`src/gtr_pkg.sv`:
```
// Shared types and constants of the glyph text rasterizer.
package gtr_pkg;

    typedef struct packed {
        logic [1:0]        operation;
        logic [7:0]        glyph_slot;
        logic [13:0]       bitmap_address;
        logic [6:0]        glyph_width;
        logic [6:0]        glyph_height;
        logic [7:0]        advance_x;
        logic signed [7:0] offset_x;
        logic signed [7:0] offset_y;
        logic [7:0]        data_byte;
        logic [7:0]        char_code;
    } t_in_item;

    typedef struct packed {
        logic               row_valid;
        logic signed [15:0] row_x;
        logic signed [15:0] row_y;
        logic [63:0]        row_mask;
        logic [6:0]         row_width;
        logic signed [15:0] cursor_x;
        logic signed [15:0] cursor_y;
        logic               last;
    } t_out_item;

    localparam logic [1:0] OP_LOAD_GLYPH = 2'd0;
    localparam logic [1:0] OP_LOAD_BYTE  = 2'd1;
    localparam logic [1:0] OP_DRAW       = 2'd2;
    localparam logic [1:0] OP_RESTART    = 2'd3;

    localparam logic [2:0] CFG_MARGIN_X     = 3'd0;
    localparam logic [2:0] CFG_START_Y      = 3'd1;
    localparam logic [2:0] CFG_X_SCALE      = 3'd2;
    localparam logic [2:0] CFG_Y_SCALE      = 3'd3;
    localparam logic [2:0] CFG_COLOR_VALUE  = 3'd4;
    localparam logic [2:0] CFG_FIRST_CHAR   = 3'd5;
    localparam logic [2:0] CFG_LAST_CHAR    = 3'd6;
    localparam logic [2:0] CFG_LINE_ADVANCE = 3'd7;

    localparam logic [7:0] CH_NEWLINE = 8'h0A;
    localparam logic [7:0] CH_RETURN  = 8'h0D;

    localparam logic [3:0] CMD_NONE       = 4'd0;
    localparam logic [3:0] CMD_CAPTURE    = 4'd1;
    localparam logic [3:0] CMD_RED_STEP   = 4'd2;
    localparam logic [3:0] CMD_WR_GLYPH   = 4'd3;
    localparam logic [3:0] CMD_WR_BYTE    = 4'd4;
    localparam logic [3:0] CMD_RESTART    = 4'd5;
    localparam logic [3:0] CMD_NEWLINE    = 4'd6;
    localparam logic [3:0] CMD_TBL_RD     = 4'd7;
    localparam logic [3:0] CMD_CALC_RX    = 4'd8;
    localparam logic [3:0] CMD_CALC_ADV   = 4'd9;
    localparam logic [3:0] CMD_CALC_RY    = 4'd10;
    localparam logic [3:0] CMD_BYTE_RD    = 4'd11;
    localparam logic [3:0] CMD_BYTE_ACC   = 4'd12;
    localparam logic [3:0] CMD_EMIT_ROW   = 4'd13;
    localparam logic [3:0] CMD_EMIT_EMPTY = 4'd14;

    typedef struct packed {
        logic [3:0] code;
    } t_dp_cmd;

    typedef struct packed {
        logic [1:0] op;
        logic       is_newline;
        logic       is_return;
        logic       in_font;
        logic       red_last;
        logic       glyph_empty;
        logic       row_done;
        logic       row_last;
        logic       out_free;
    } t_dp_status;

endpackage

```
`src/gtr_ctrl.sv`:
```
// Sequencing state machine of the glyph text rasterizer.
module gtr_ctrl
    import gtr_pkg::*;
(
    input  logic       i_clk,
    input  logic       i_rst_n,
    input  logic       i_in_valid,
    output logic       o_in_stall,
    input  t_dp_status i_status,
    output t_dp_cmd    o_cmd
);

    localparam logic [3:0] S_IDLE     = 4'd0;
    localparam logic [3:0] S_DECODE   = 4'd1;
    localparam logic [3:0] S_REDUCE   = 4'd2;
    localparam logic [3:0] S_WRITE    = 4'd3;
    localparam logic [3:0] S_RESTART  = 4'd4;
    localparam logic [3:0] S_NEWLINE  = 4'd5;
    localparam logic [3:0] S_EMPTY    = 4'd6;
    localparam logic [3:0] S_TBL_RD   = 4'd7;
    localparam logic [3:0] S_TBL_WAIT = 4'd8;
    localparam logic [3:0] S_CALC_RX  = 4'd9;
    localparam logic [3:0] S_CALC_ADV = 4'd10;
    localparam logic [3:0] S_CALC_RY  = 4'd11;
    localparam logic [3:0] S_BYTE_RD  = 4'd12;
    localparam logic [3:0] S_BYTE_ACC = 4'd13;
    localparam logic [3:0] S_ROW_OUT  = 4'd14;

    logic [3:0] r_state;
    logic [3:0] n_state;

    assign o_in_stall = (r_state != S_IDLE);

    always_comb begin
        n_state    = r_state;
        o_cmd.code = CMD_NONE;
        case (r_state)
            S_IDLE: begin
                if (i_in_valid) begin
                    o_cmd.code = CMD_CAPTURE;
                    n_state    = S_DECODE;
                end
            end
            S_DECODE: begin
                case (i_status.op)
                    OP_LOAD_GLYPH: n_state = S_REDUCE;
                    OP_LOAD_BYTE:  n_state = S_REDUCE;
                    OP_RESTART:    n_state = S_RESTART;
                    default: begin
                        if (i_status.is_newline) begin
                            n_state = S_NEWLINE;
                        end else if (i_status.is_return || !i_status.in_font) begin
                            n_state = S_EMPTY;
                        end else begin
                            n_state = S_TBL_RD;
                        end
                    end
                endcase
            end
            S_REDUCE: begin
                o_cmd.code = CMD_RED_STEP;
                if (i_status.red_last) begin
                    n_state = S_WRITE;
                end
            end
            S_WRITE: begin
                o_cmd.code = (i_status.op == OP_LOAD_GLYPH) ? CMD_WR_GLYPH : CMD_WR_BYTE;
                n_state    = S_IDLE;
            end
            S_RESTART: begin
                o_cmd.code = CMD_RESTART;
                n_state    = S_EMPTY;
            end
            S_NEWLINE: begin
                o_cmd.code = CMD_NEWLINE;
                n_state    = S_EMPTY;
            end
            S_EMPTY: begin
                if (i_status.out_free) begin
                    o_cmd.code = CMD_EMIT_EMPTY;
                    n_state    = S_IDLE;
                end
            end
            S_TBL_RD: begin
                o_cmd.code = CMD_TBL_RD;
                n_state    = S_TBL_WAIT;
            end
            S_TBL_WAIT: begin
                n_state = S_CALC_RX;
            end
            S_CALC_RX: begin
                o_cmd.code = CMD_CALC_RX;
                n_state    = S_CALC_ADV;
            end
            S_CALC_ADV: begin
                o_cmd.code = CMD_CALC_ADV;
                n_state    = S_CALC_RY;
            end
            S_CALC_RY: begin
                o_cmd.code = CMD_CALC_RY;
                n_state    = i_status.glyph_empty ? S_EMPTY : S_BYTE_RD;
            end
            S_BYTE_RD: begin
                o_cmd.code = CMD_BYTE_RD;
                n_state    = S_BYTE_ACC;
            end
            S_BYTE_ACC: begin
                o_cmd.code = CMD_BYTE_ACC;
                n_state    = i_status.row_done ? S_ROW_OUT : S_BYTE_RD;
            end
            S_ROW_OUT: begin
                if (i_status.out_free) begin
                    o_cmd.code = CMD_EMIT_ROW;
                    n_state    = i_status.row_last ? S_IDLE : S_BYTE_RD;
                end
            end
            default: n_state = S_IDLE;
        endcase
    end

    always_ff @(posedge i_clk) begin
        if (!i_rst_n) begin
            r_state <= S_IDLE;
        end else begin
            r_state <= n_state;
        end
    end

endmodule

```
`config.mk`:
```
export PLATFORM = sky130hd
export DESIGN_NAME = gtr_ctrl
export DESIGN_NICKNAME = d
export VERILOG_FILES = /design/src/gtr_pkg.sv /design/src/gtr_ctrl.sv
export SDC_FILE = /design/constraint.sdc
export NUM_CORES = 1
export LEC_CHECK = 0
export ABC_AREA = 1
export BUFFER_PORTS_ARGS = -buffer_cell sky130_fd_sc_hd__buf_2
export CAP_MARGIN = 20
export CORE_ASPECT_RATIO = 1.25
export CORE_MARGIN = 2
export CORE_UTILIZATION = 30
export DETAILED_ROUTE_END_ITERATION = 12
export PLACE_DENSITY = 0.56
export SYNTH_ARGS = -nofsm -noshare
export SYNTH_HDL_FRONTEND = slang
export SYNTH_SLANG_ARGS = --single-unit
```
`constraint.sdc`:
```
create_clock -name i_clk -period 1.8 [get_ports i_clk]
set_clock_uncertainty 0.2 [all_clocks]
set_input_delay 0.36 -clock i_clk [delete_from_list [all_inputs] [get_ports i_clk]]
set_output_delay 0.36 -clock i_clk [all_outputs]
set_load 0.005 [all_outputs]
```
==> results.txt <==
CTS buffer count: 3
flip-flop count of the largest register after layout: 4
Worst EP required: 1240 ps
utilization after layout: 0.579
Via density: 5.14
LEAKAGE: 0.496 nW
vias in the first global route: 722
final setup fails: 4
Routed Antenna Nets: 0
Initial Utilization: 0.319
H-tree lvl count: 1
Worst Max-Slew Pin Slew: 246 ps
Biggest register: r_state
Worst slew margin: 0.834
wire length per cell: 12.3 um
fin worst setup slack: -38.5 ps
largest net degree at the start of global routing: 7
Congestion Overflow GR: 0
number of core rows: 16
Die Y: 49.6 um
adder-cell share of the synthesized area: 0
post-synthesis sequential element count: 4
Final Power: 601 uW
Synth Cell Area: 498 um2
Peak supply drop: 634 uV
total wire length: 1890 um
vias post-DR: 786
MaxCap Viol Count: 0
CP Max Fanout: 5
Num Clock Sinks: 4
CP Launch Type: flip-flop
core region area: 1560 um2
clk slew on worst S/H paths: 30 ps
outcome: complete, but fails checks
Setup Crit Path Kind: flip-flop to output port
Syn Area/Cell: 5.24 um2
register area share after synthesis: 0.161
XOR/XNOR share of the synthesized area: 0
fmax: 0.544 GHz
Detailed Place HPWL: 1220 um
Netlist cell types: 13
drt pass-1 iters: 4
ant diodes: 0
die area: 2000 um2
first-pass GRT wire length: 2860 um
DRC violations left: 0
Clk Latency, worst-skew pair: 230 ps
GP Congestion: 0.886
antenna violations before repair: 0
I/O pins: 18
main combinational cell family by area after synthesis: simple AND/OR/NAND/NOR gates
Area Growth Syn to Fin: 81.4%
Pwr Density: 666 nW/um2
max-slew violations: 0
root buffer cell: clkbuf_4
port buffer count: 17
CP arrival: 1280 ps
DRT iter0 DRCs: 17
biggest regs: r_state (4)
CTS max path bufs: 2
total track usage: 0.199
violated checks: setup timing
post-place setup slack: -22.3 ps
share of post-route cells with drive strength above 1: 0.548
crit share post-route: 1.02
multiplexer share of the synthesized area: 0
cell count after synthesis: 95
nets@finish: 150
RSZ-0062 raised after global routing: true
die width: 40.4 um
Post-Syn Nets: 108
Worst Setup End Kind: output port
CTS tree: done
fin crit period: 1840 ps
Compound-Gate Fraction of Synth Area: 0.166
Ys Warns: 0
Hold Crit Class: input port to flip-flop
Fin. Hold Viols: 0
simple-gate area share of the yosys netlist: 0.553
## placed cells by master (no fill, tap or decap), types with 4 or more instances in the layout
master / Yosys / layout
buf_4: 0 / 17
nor2_4: 3 / 7
a21oi_2: 0 / 4
nand3_1: 9 / 9
buf_2: 0 / 17
inv_1: 16 / 10
nand2_1: 25 / 17
nand2_2: 0 / 5
nor2_1: 17 / 12
dfxtp_4: 0 / 4
o21ai_0: 5 / 4
## cell usage after synthesis, drive strengths merged
cell	count	area, um2
nand2	25	93.8
o21ai	5	25.0
a21oi	7	35.0
nand3	9	45.0
a22oi	1	7.51
dfxtp	4	80.1
nor2	22	110
inv	16	60.1
nand3b	1	7.51
nand4	3	18.8
o211ai	2	15.0
## worst max-delay path, cell delays in order (launching register included)
cell	delay, ps
dfxtp_4	370
nand2_4	90
inv_2	60
nand2_1	90
o21ai_2	60
a21oi_1	130
nand4_1	110
buf_2	140
## stage by stage
step | hold WS (ps) | area [um2] | cells | TNS (ps)
2_1_floorplan | 322 | 498 | 95 | 0
3_3_place_gp | 381 | 636 | 134 | -130
3_5_place_dp | 384 | 636 | 134 | -33.7
4_1_cts | 181 | 805 | 147 | -110
5_1_grt | 222 | 903 | 153 | -356
6_report | 216 | 903 | 153 | -121
## kinds of logic after synthesis
kind of cell    Yosys count
flops                     4
buf+inv                  16
simple gates             60
compound gates           15
## power breakdown
group          leakage [nW]  switching (mW)  internal (mW)
clock                0.0138          0.0301         0.0741
combinational         0.446           0.194          0.162
sequential           0.0356          0.0350          0.107
## metal layers
metal,part of all wire,global-route usage
met4,0.032,0.100
met3,0.044,0.0360
met5,0,0
met2,0.55,0.325
met1,0.38,0.233
## repair_timing
action	4_1_cts	5_1_grt
setup buffers	10	7
hold buffers	0	0
pin swaps	4	11
setup endpoints to repair	5	5
gates resized for setup	30	17
## layout make-up
type,count,area (um2)
flip-flops and latches,4,95.1
fillers,157,658
multi-input cells,75,449
clock buffers,3,22.5
repair buffers,37,246
inverters,16,67.6
well taps,18,22.5
## path summary, 6_finish.rpt
| kind | from | endpoint | slack (ps) | depth (start not counted) |
|---|---|---|---|---|
| worst min-delay path | i_rst_n | r_state[0] | 220 | 3 |
| worst min register to register | r_state[2] | r_state[2] | 510 | 3 |
| worst max register to register | r_state[1] | r_state[3] | 100 | 11 |
| worst max-delay path | r_state[3] | o_cmd[0] | -40 | 7 |
(Power assumes the default switching activity.)
